**src/hw/rtl/jsfe_pkg.sv**
```systemverilog
// Package for the JSON string field extractor.
// Holds the parse phase type, character codes, the key text and the result type.
// No dependencies.
package jsfe_pkg;

    // Parse phases of the extractor
    typedef enum logic [3:0] {
        PH_SEARCH = 4'd0,
        PH_WS1    = 4'd1,
        PH_WS2    = 4'd2,
        PH_VALUE  = 4'd3,
        PH_ESC    = 4'd4,
        PH_HEX    = 4'd5,
        PH_DONE   = 4'd6
    } phase_t;

    // Result kinds and finish status codes
    localparam logic KIND_BYTE   = 1'b0;
    localparam logic KIND_FINISH = 1'b1;
    localparam logic STATUS_OK   = 1'b0;
    localparam logic STATUS_FAIL = 1'b1;

    // Character codes
    localparam logic [7:0] CH_NUL       = 8'h00;
    localparam logic [7:0] CH_TAB       = 8'h09;
    localparam logic [7:0] CH_LF        = 8'h0A;
    localparam logic [7:0] CH_CR        = 8'h0D;
    localparam logic [7:0] CH_SPACE     = 8'h20;
    localparam logic [7:0] CH_QUOTE     = 8'h22;
    localparam logic [7:0] CH_COLON     = 8'h3A;
    localparam logic [7:0] CH_QMARK     = 8'h3F;
    localparam logic [7:0] CH_BACKSLASH = 8'h5C;
    localparam logic [7:0] CH_LOWER_N   = 8'h6E;
    localparam logic [7:0] CH_LOWER_R   = 8'h72;
    localparam logic [7:0] CH_LOWER_T   = 8'h74;
    localparam logic [7:0] CH_LOWER_U   = 8'h75;

    // Key text without its closing quote; the closing quote is the incoming byte
    localparam int KEY_WIN_LEN = 8;
    localparam logic [7:0] KEY_CHARS [KEY_WIN_LEN] = '{
        8'h22, 8'h63, 8'h6F, 8'h6E, 8'h74, 8'h65, 8'h6E, 8'h74
    };

    // Hex digits skipped after a \u escape
    localparam logic [2:0] HEX_DIGITS = 3'd4;

    // Reset value of the byte limit
    localparam logic [15:0] MAX_BYTES_RESET = 16'd8191;

    // Result queue geometry
    localparam int RQ_DEPTH = 4;
    localparam int RQ_PTR_W = $clog2(RQ_DEPTH);
    localparam int RQ_CNT_W = $clog2(RQ_DEPTH + 1);

    // One result item
    typedef struct packed {
        logic       kind;
        logic       status;
        logic [7:0] value;
        logic       final_flag;
    } result_t;

endpackage

```
**src/hw/rtl/json_string_field_extractor.sv**
```systemverilog
// Top level of the JSON string field extractor: key search, value unescaping
// and a small result queue feeding the output stream. Depends on jsfe_pkg.
//
// A result beat is written into the result queue and presented from its head.
// Throughput: one input beat per cycle while the result queue has room for two results;
// a beat that causes two results (a byte and the finish) pushes both into the 4-entry queue.
// Reset: asynchronous, active low; clears the parse state and the queue and sets the
// byte limit to 8191. Parse state also returns to its start after every tlast beat.
module json_string_field_extractor (
    input  logic        clk,
    input  logic        rst_n,
    // configuration: max_content_bytes
    input  logic        cfg_wr_en,
    input  logic [15:0] cfg_wr_data,
    // input stream
    input  logic        s_axis_tvalid,
    output logic        s_axis_tready,
    input  logic [7:0]  s_axis_tdata,   // [7:0] text_byte
    input  logic        s_axis_tlast,   // last_byte
    // output stream
    output logic        m_axis_tvalid,
    input  logic        m_axis_tready,
    output logic [7:0]  m_axis_tdata,   // [7:0] value_byte
    output logic [1:0]  m_axis_tuser,   // [0] result_kind, [1] finish_status
    output logic        m_axis_tlast    // final_of_item
);
    import jsfe_pkg::*;

    // Parse state
    phase_t      phase_reg, phase_next;
    logic [7:0]  win_reg [KEY_WIN_LEN];
    logic [7:0]  win_next [KEY_WIN_LEN];
    logic [2:0]  hex_reg, hex_next;
    logic [15:0] count_reg, count_next;
    logic [15:0] max_reg;

    // Result queue
    result_t             rq_mem [RQ_DEPTH];
    logic [RQ_PTR_W-1:0] rd_ptr_reg, wr_ptr_reg;
    logic [RQ_CNT_W-1:0] fill_reg, fill_next;

    // Step decode
    logic        accept;
    logic        pop;
    logic [7:0]  in_byte;
    logic        in_last;
    logic        key_hit;
    logic        is_ws;
    logic        c_emit;
    logic [7:0]  c_byte;
    logic        c_fin;
    logic        c_status;
    phase_t      c_phase;
    logic [2:0]  c_hex;
    logic        c_shift;
    logic        e_en;
    logic [7:0]  e_byte;
    logic [15:0] count_inc;
    logic        limit_hit;
    logic        f_en;
    logic        f_status;
    result_t     res0, res1;
    logic        res0_en, res1_en;
    logic [1:0]  push_n;

    assign in_byte = s_axis_tdata;
    assign in_last = s_axis_tlast;
    assign accept  = s_axis_tvalid && s_axis_tready;
    assign pop     = m_axis_tvalid && m_axis_tready;

    // Accept only with room for two results
    assign s_axis_tready = (fill_reg <= RQ_CNT_W'(RQ_DEPTH - 2));

    // Compare the window against the key text
    always_comb
    begin
        key_hit = (in_byte == CH_QUOTE);
        for (int i = 0; i < KEY_WIN_LEN; i++)
        begin
            if (win_reg[i] != KEY_CHARS[i])
            begin
                key_hit = 1'b0;
            end
        end
    end

    assign is_ws = (in_byte == CH_SPACE) || (in_byte == CH_TAB) ||
                   (in_byte == CH_LF) || (in_byte == CH_CR);

    // Next phase and per-phase actions for this beat
    always_comb
    begin
        c_emit   = 1'b0;
        c_byte   = in_byte;
        c_fin    = 1'b0;
        c_status = STATUS_OK;
        c_phase  = phase_reg;
        c_hex    = hex_reg;
        c_shift  = 1'b0;
        case (phase_reg)
            PH_SEARCH:
            begin
                if (in_byte == CH_NUL)
                begin
                    c_fin    = 1'b1;
                    c_status = STATUS_FAIL;
                end
                else
                begin
                    c_shift = 1'b1;
                    if (key_hit)
                    begin
                        c_phase = PH_WS1;
                    end
                end
            end
            PH_WS1:
            begin
                if (in_byte == CH_COLON)
                begin
                    c_phase = PH_WS2;
                end
                else if (!is_ws)
                begin
                    c_fin    = 1'b1;
                    c_status = STATUS_FAIL;
                end
            end
            PH_WS2:
            begin
                if (in_byte == CH_QUOTE)
                begin
                    c_phase = PH_VALUE;
                    if (max_reg == '0)
                    begin
                        c_fin = 1'b1;
                    end
                end
                else if (!is_ws)
                begin
                    c_fin    = 1'b1;
                    c_status = STATUS_FAIL;
                end
            end
            PH_VALUE:
            begin
                if (in_byte == CH_NUL || in_byte == CH_QUOTE)
                begin
                    c_fin = 1'b1;
                end
                else if (in_byte == CH_BACKSLASH)
                begin
                    c_phase = PH_ESC;
                end
                else
                begin
                    c_emit = 1'b1;
                end
            end
            PH_ESC:
            begin
                c_phase = PH_VALUE;
                c_emit  = 1'b1;
                case (in_byte)
                    CH_NUL:
                    begin
                        c_byte = CH_BACKSLASH;
                        c_fin  = 1'b1;
                    end
                    CH_LOWER_U:
                    begin
                        c_emit  = 1'b0;
                        c_phase = PH_HEX;
                        c_hex   = HEX_DIGITS;
                    end
                    CH_LOWER_N: c_byte = CH_LF;
                    CH_LOWER_R: c_byte = CH_CR;
                    CH_LOWER_T: c_byte = CH_TAB;
                    default:    c_byte = in_byte;
                endcase
            end
            PH_HEX:
            begin
                if (in_byte == CH_NUL)
                begin
                    c_fin    = 1'b1;
                    c_status = STATUS_FAIL;
                end
                else
                begin
                    c_hex = hex_reg - 3'd1;
                    if (c_hex == 3'd0)
                    begin
                        c_phase = PH_VALUE;
                        c_emit  = 1'b1;
                        c_byte  = CH_QMARK;
                    end
                end
            end
            default:
            begin
            end
        endcase
    end

    // Form the results: at most one byte, then at most one finish
    always_comb
    begin
        e_en      = c_emit || (in_last && !c_fin && c_phase == PH_ESC);
        e_byte    = c_emit ? c_byte : CH_BACKSLASH;
        count_inc = count_reg + 16'd1;
        limit_hit = e_en && (count_inc >= max_reg);

        f_en     = 1'b0;
        f_status = STATUS_OK;
        if (c_fin)
        begin
            f_en     = 1'b1;
            f_status = c_status;
        end
        else if (limit_hit)
        begin
            f_en = 1'b1;
        end
        else if (in_last)
        begin
            if (c_phase == PH_VALUE || c_phase == PH_ESC)
            begin
                f_en = 1'b1;
            end
            else if (c_phase != PH_DONE)
            begin
                f_en     = 1'b1;
                f_status = STATUS_FAIL;
            end
        end

        res0_en = e_en || f_en;
        res1_en = e_en && f_en;
        if (e_en)
        begin
            res0.kind       = KIND_BYTE;
            res0.status     = STATUS_OK;
            res0.value      = e_byte;
            res0.final_flag = !f_en;
        end
        else
        begin
            res0.kind       = KIND_FINISH;
            res0.status     = f_status;
            res0.value      = CH_NUL;
            res0.final_flag = 1'b1;
        end
        res1.kind       = KIND_FINISH;
        res1.status     = f_status;
        res1.value      = CH_NUL;
        res1.final_flag = 1'b1;
        push_n = {1'b0, res0_en} + {1'b0, res1_en};
    end

    // Next parse state
    always_comb
    begin
        phase_next = phase_reg;
        hex_next   = hex_reg;
        count_next = count_reg;
        win_next   = win_reg;
        if (accept)
        begin
            if (in_last)
            begin
                phase_next = PH_SEARCH;
                hex_next   = '0;
                count_next = '0;
                for (int i = 0; i < KEY_WIN_LEN; i++)
                begin
                    win_next[i] = CH_NUL;
                end
            end
            else
            begin
                phase_next = (c_fin || limit_hit) ? PH_DONE : c_phase;
                hex_next   = c_hex;
                count_next = e_en ? count_inc : count_reg;
                if (c_shift)
                begin
                    for (int i = 0; i < KEY_WIN_LEN - 1; i++)
                    begin
                        win_next[i] = win_reg[i + 1];
                    end
                    win_next[KEY_WIN_LEN - 1] = in_byte;
                end
            end
        end
    end

    // Hold parse state and the byte limit
    always_ff @(posedge clk or negedge rst_n)
    begin
        if (!rst_n)
        begin
            phase_reg <= PH_SEARCH;
            hex_reg   <= '0;
            count_reg <= '0;
            max_reg   <= MAX_BYTES_RESET;
            for (int i = 0; i < KEY_WIN_LEN; i++)
            begin
                win_reg[i] <= CH_NUL;
            end
        end
        else
        begin
            phase_reg <= phase_next;
            hex_reg   <= hex_next;
            count_reg <= count_next;
            win_reg   <= win_next;
            if (cfg_wr_en)
            begin
                max_reg <= cfg_wr_data;
            end
        end
    end

    // Queue fill level
    assign fill_next = fill_reg + (accept ? RQ_CNT_W'(push_n) : RQ_CNT_W'(0))
                     - (pop ? RQ_CNT_W'(1) : RQ_CNT_W'(0));

    // Advance the queue pointers
    always_ff @(posedge clk or negedge rst_n)
    begin
        if (!rst_n)
        begin
            rd_ptr_reg <= '0;
            wr_ptr_reg <= '0;
            fill_reg   <= '0;
        end
        else
        begin
            fill_reg <= fill_next;
            if (pop)
            begin
                rd_ptr_reg <= rd_ptr_reg + RQ_PTR_W'(1);
            end
            if (accept)
            begin
                wr_ptr_reg <= wr_ptr_reg + RQ_PTR_W'(push_n);
            end
        end
    end

    // Write the results of this beat into the queue
    always_ff @(posedge clk)
    begin
        if (accept && res0_en)
        begin
            rq_mem[wr_ptr_reg] <= res0;
        end
        if (accept && res1_en)
        begin
            rq_mem[wr_ptr_reg + RQ_PTR_W'(1)] <= res1;
        end
    end

    // Drive the output beat from the queue head
    assign m_axis_tvalid = (fill_reg != '0);
    assign m_axis_tdata  = rq_mem[rd_ptr_reg].value;
    assign m_axis_tuser  = {rq_mem[rd_ptr_reg].status, rq_mem[rd_ptr_reg].kind};
    assign m_axis_tlast  = rq_mem[rd_ptr_reg].final_flag;

endmodule

```
**config.mk**
```make
export PLATFORM = sky130hd
export DESIGN_NAME = json_string_field_extractor
export DESIGN_NICKNAME = d
export VERILOG_FILES = /design/src/hw/rtl/jsfe_pkg.sv /design/src/hw/rtl/json_string_field_extractor.sv
export SDC_FILE = /design/constraint.sdc
export NUM_CORES = 1
export LEC_CHECK = 0
export ABC_AREA = 1
export ABC_CLOCK_PERIOD_IN_PS = 11900
export BUFFER_PORTS_ARGS = -buffer_cell sky130_fd_sc_hd__buf_2
export CAP_MARGIN = 0
export CELL_PAD_IN_SITES_DETAIL_PLACEMENT = 0
export CELL_PAD_IN_SITES_GLOBAL_PLACEMENT = 1
export CORE_MARGIN = 8
export CORE_UTILIZATION = 50
export DETAILED_ROUTE_END_ITERATION = 10
export GPL_ROUTABILITY_DRIVEN = 1
export GPL_TIMING_DRIVEN = 0
export PLACE_DENSITY_LB_ADDON = 0.15
export SYNTH_ARGS = -nofsm -noshare
export SYNTH_HDL_FRONTEND = slang
export SYNTH_SLANG_ARGS = --single-unit
```
**constraint.sdc**
```tcl
create_clock -name clk -period 11.9 [get_ports clk]
set_input_delay 0.595 -clock clk [delete_from_list [all_inputs] [get_ports clk]]
set_output_delay 0.595 -clock clk [all_outputs]
set_load 0.005 [all_outputs]
```
==> out/metrics.cfg <==
[synth]
synthAdderAreaFrac = 0.04384
yosysSeqAreaShare = 0.4684
syn_inst = 977
syn_area_sq_um = 7878
synth-compound-area-share = 0.1620
synthXorXnorAreaFrac = 0.01779
syn_avg_cell_area_sq_um = 8.063
synthFlopType = dfrtp_1
synth_edf_count = 4
synth_top_family_by_area = simple AND/OR/NAND/NOR gates
synthDistinctLibCells = 48
synthArstFlopShare = 0.7143
synth.net_count = 1034
yosys.area_share.simple = 0.2122
ys_ff_latch = 154
synthMuxAreaShare = 0
yosys_warnings = 0

[finish]
finalNonFillerCells = 1265
final_nets = 1094
drive_above_1_share = 0.1420
largest_reg_flops = 64
nFillCells = 1566
final_util = 0.5704
diodes = 0
area_growth_pct = 13.36

[routing]
antenna_left = 0
top_layer = met4
drt_wl_total_mm = 18.73
wl_met2_mm = 8.731
vias = 6503
drc = 0
wl_per_cell_um = 14.80
wl_met3_um = 725
m1WireLength_mm = 8.849
dr.first_iter.drc_count = 301
viasPerCell = 5.141
dr.pass1.iters = 4

[floorplan]
chipWidth_um = 141.5
die-area_sq_um = 20030
start_util = 0.5032
core-area_sq_um = 15660
die_h_um = 141.5
ios = 43
rows = 46

[critical_path]
worst_ep_arrival_time_ns = 5.45
endpoint_kind = flop
worst_setup_path_start_kind = flop
cp_common_cell = nand3_1
cp_max_fo = 9
r2r_setup_slack_ns = 6.72
cpPeakStageDelay_ns = 0.59
cp_slowest_cell = nor3_2
path_class = flop to flop
required_ns = 12.18

[clocking]
clock_path_buffers = 2
cts_made_buffers = 17
cts_tree = built
cts_hold_buf = 0
path_clk_slew_ns = 0.06
cts_sinks = 154
htree_levels = 4
post_cts_buffers = 0
clock-root-buffer = clkbuf_16
cts_resized = 0
clk_latency_ns = 0.42

[sta]
grt_setup_unrepaired = no
post-route-period-util = 0.4350
hold_viol = 0
setup_tns_ns = 0
relSlewSlack = 0.4893
fmax_mhz = 193.2
worst_slew_pin_slew_ns = 0.7619
min_period_ns = 5.177
report.final.slew_viol_count = 0
setup_viol = 0
finalClockSkew_ns = 0.008585

[pwr]
p_leak_nw = 4.259
power.clock.fraction = 0.258
p_int_mw = 1.237
power_frac_comb = 0.340
seqPwrFrac = 0.402
powerDensity_nw_per_um2 = 221.4
netSwitchingPower_uw = 740.4
switching_share = 0.3744
ir_drop_mv = 0.1124

[placed_design]
dp_hpwl_mm = 14.22
place.gp.congestion = 0.8485
port_buffers = 40
dp_cells = 1234

[global_routing]
grt_pass1_wl_mm = 31.31
overflow = 0
grt_usage = 0.1955
antenna_found_initial = 0
grt_max_degree = 58
first_global_vias = 6437

[outcome]
status = finished clean

[run]
cap_violations = 0

[hold_path]
hp-class = input port to async pin

[power by group through the flow]
stage | logic (mW) | registers [mW] | clock network [mW]
floorplan | 0.493 | 0.776 | 0
global placement | 0.670 | 0.798 | 0
detailed placement | 0.677 | 0.802 | 0
CTS | 0.681 | 0.794 | 0.521
global route | 0.769 | 0.815 | 0.546
finish | 0.672 | 0.794 | 0.511
[cell usage after synthesis, types with 3 or more instances]
library cell,count,area [sq um]
inv_2,11,41.29
buf_2,7,35.03
o21ai_1,7,35.03
buf_6,3,33.78
o22ai_2,8,100.1
nor2_2,9,56.30
dfxtp_1,40,800.8
clkinv_1,4,15.01
a21oi_2,4,35.03
o22ai_1,78,488.0
ha_1,26,325.3
inv_1,150,563.0
nand2_4,4,45.04
nor3_2,4,40.04
clkbuf_1,16,60.06
dfrtp_1,97,2427
o21ai_0,73,365.4
nor2_1,95,356.6
edfxtp_1,4,120.1
a21oi_1,26,130.1
nand4_1,16,100.1
nand3_1,26,130.1
nand2_2,7,43.79
xor2_1,14,122.6
nor3_1,11,55.05
nand2_1,198,743.2
dfstp_2,13,341.6
[critical path, delay by kind of cell (launching register included)]
kind	cells	cell delay [ns]
simple gates	17	3.08
fa+ha+maj	3	0.67
buf+inv	5	0.47
flops	1	0.42
compound gates	2	0.22
xor+xnor	1	0.17
[layer usage]
layer	vias to the layer above	track usage
met5	-	0
met4	0	0.07575
met1	3032	0.2489
met3	35	0.04368
li1	3327	-
met2	109	0.3182
[cells by family (layout without fill, tap and decap cells)]
group	after synthesis	count (layout)
AND/OR/NAND/NOR	379	379
flip-flops	154	154
XOR/XNOR	16	16
AO/OA/AOI/OAI	209	209
adder cells (fa/ha/maj)	27	27
buffers and inverters	192	264
[through the flow]
step / power [mW] / hold slack (ns) / area [sq um] / setup WS [ns]
after floorplan: 1.270 / 0.2994 / 7878 / 7.680
after global placement: 1.468 / 0.4323 / 8348 / 6.754
after detailed placement: 1.479 / 0.4361 / 8378 / 6.672
after CTS: 1.996 / 0.2514 / 8930 / 6.648
after global routing: 2.130 / 0.2764 / 8930 / 6.151
final: 1.977 / 0.2147 / 8930 / 6.723
[layout make-up]
type	instances	area [sq um]	area share
Multi-Input combinational cell	631	3433	0.3845
Timing Repair Buffer	41	230.2	0.02578
Clock buffer	20	456.7	0.05114
Tap cell	216	270.3	0.03026
Inverter	166	625.6	0.07006
Sequential cell	154	3690	0.4132
Buffer	26	128.9	0.01443
Clock inverter	11	95.09	0.01065
[final timing paths]
| check | cells after the start | from | endpoint |
|---|---|---|---|
| min in group clk | 3 | cfg_wr_data[15] | max_reg[15] |
| worst min register to register | 2 | rq_mem[2][1] | rq_mem[2][1] |
| max in group asynchronous | 2 | rst_n | max_reg[11] |
| worst min-delay path | 1 | rst_n | max_reg[13] |
| worst max-delay path | 28 | count_reg[0] | rq_mem[3][9] |
| worst max register to register | 28 | count_reg[0] | rq_mem[3][9] |
[layout by cell type (no fill, tap or decap), types with 16 or more instances in the layout]
cell	n
nor2_1	95
nand2_1	198
buf_2	46
ha_1	26
clkbuf_16	17
a21oi_1	26
inv_1	150
dfrtp_1	97
nand4_1	16
o21ai_0	73
nand3_1	26
dfxtp_1	40
o22ai_1	78
clkbuf_1	17
(Power assumes the default switching activity.)
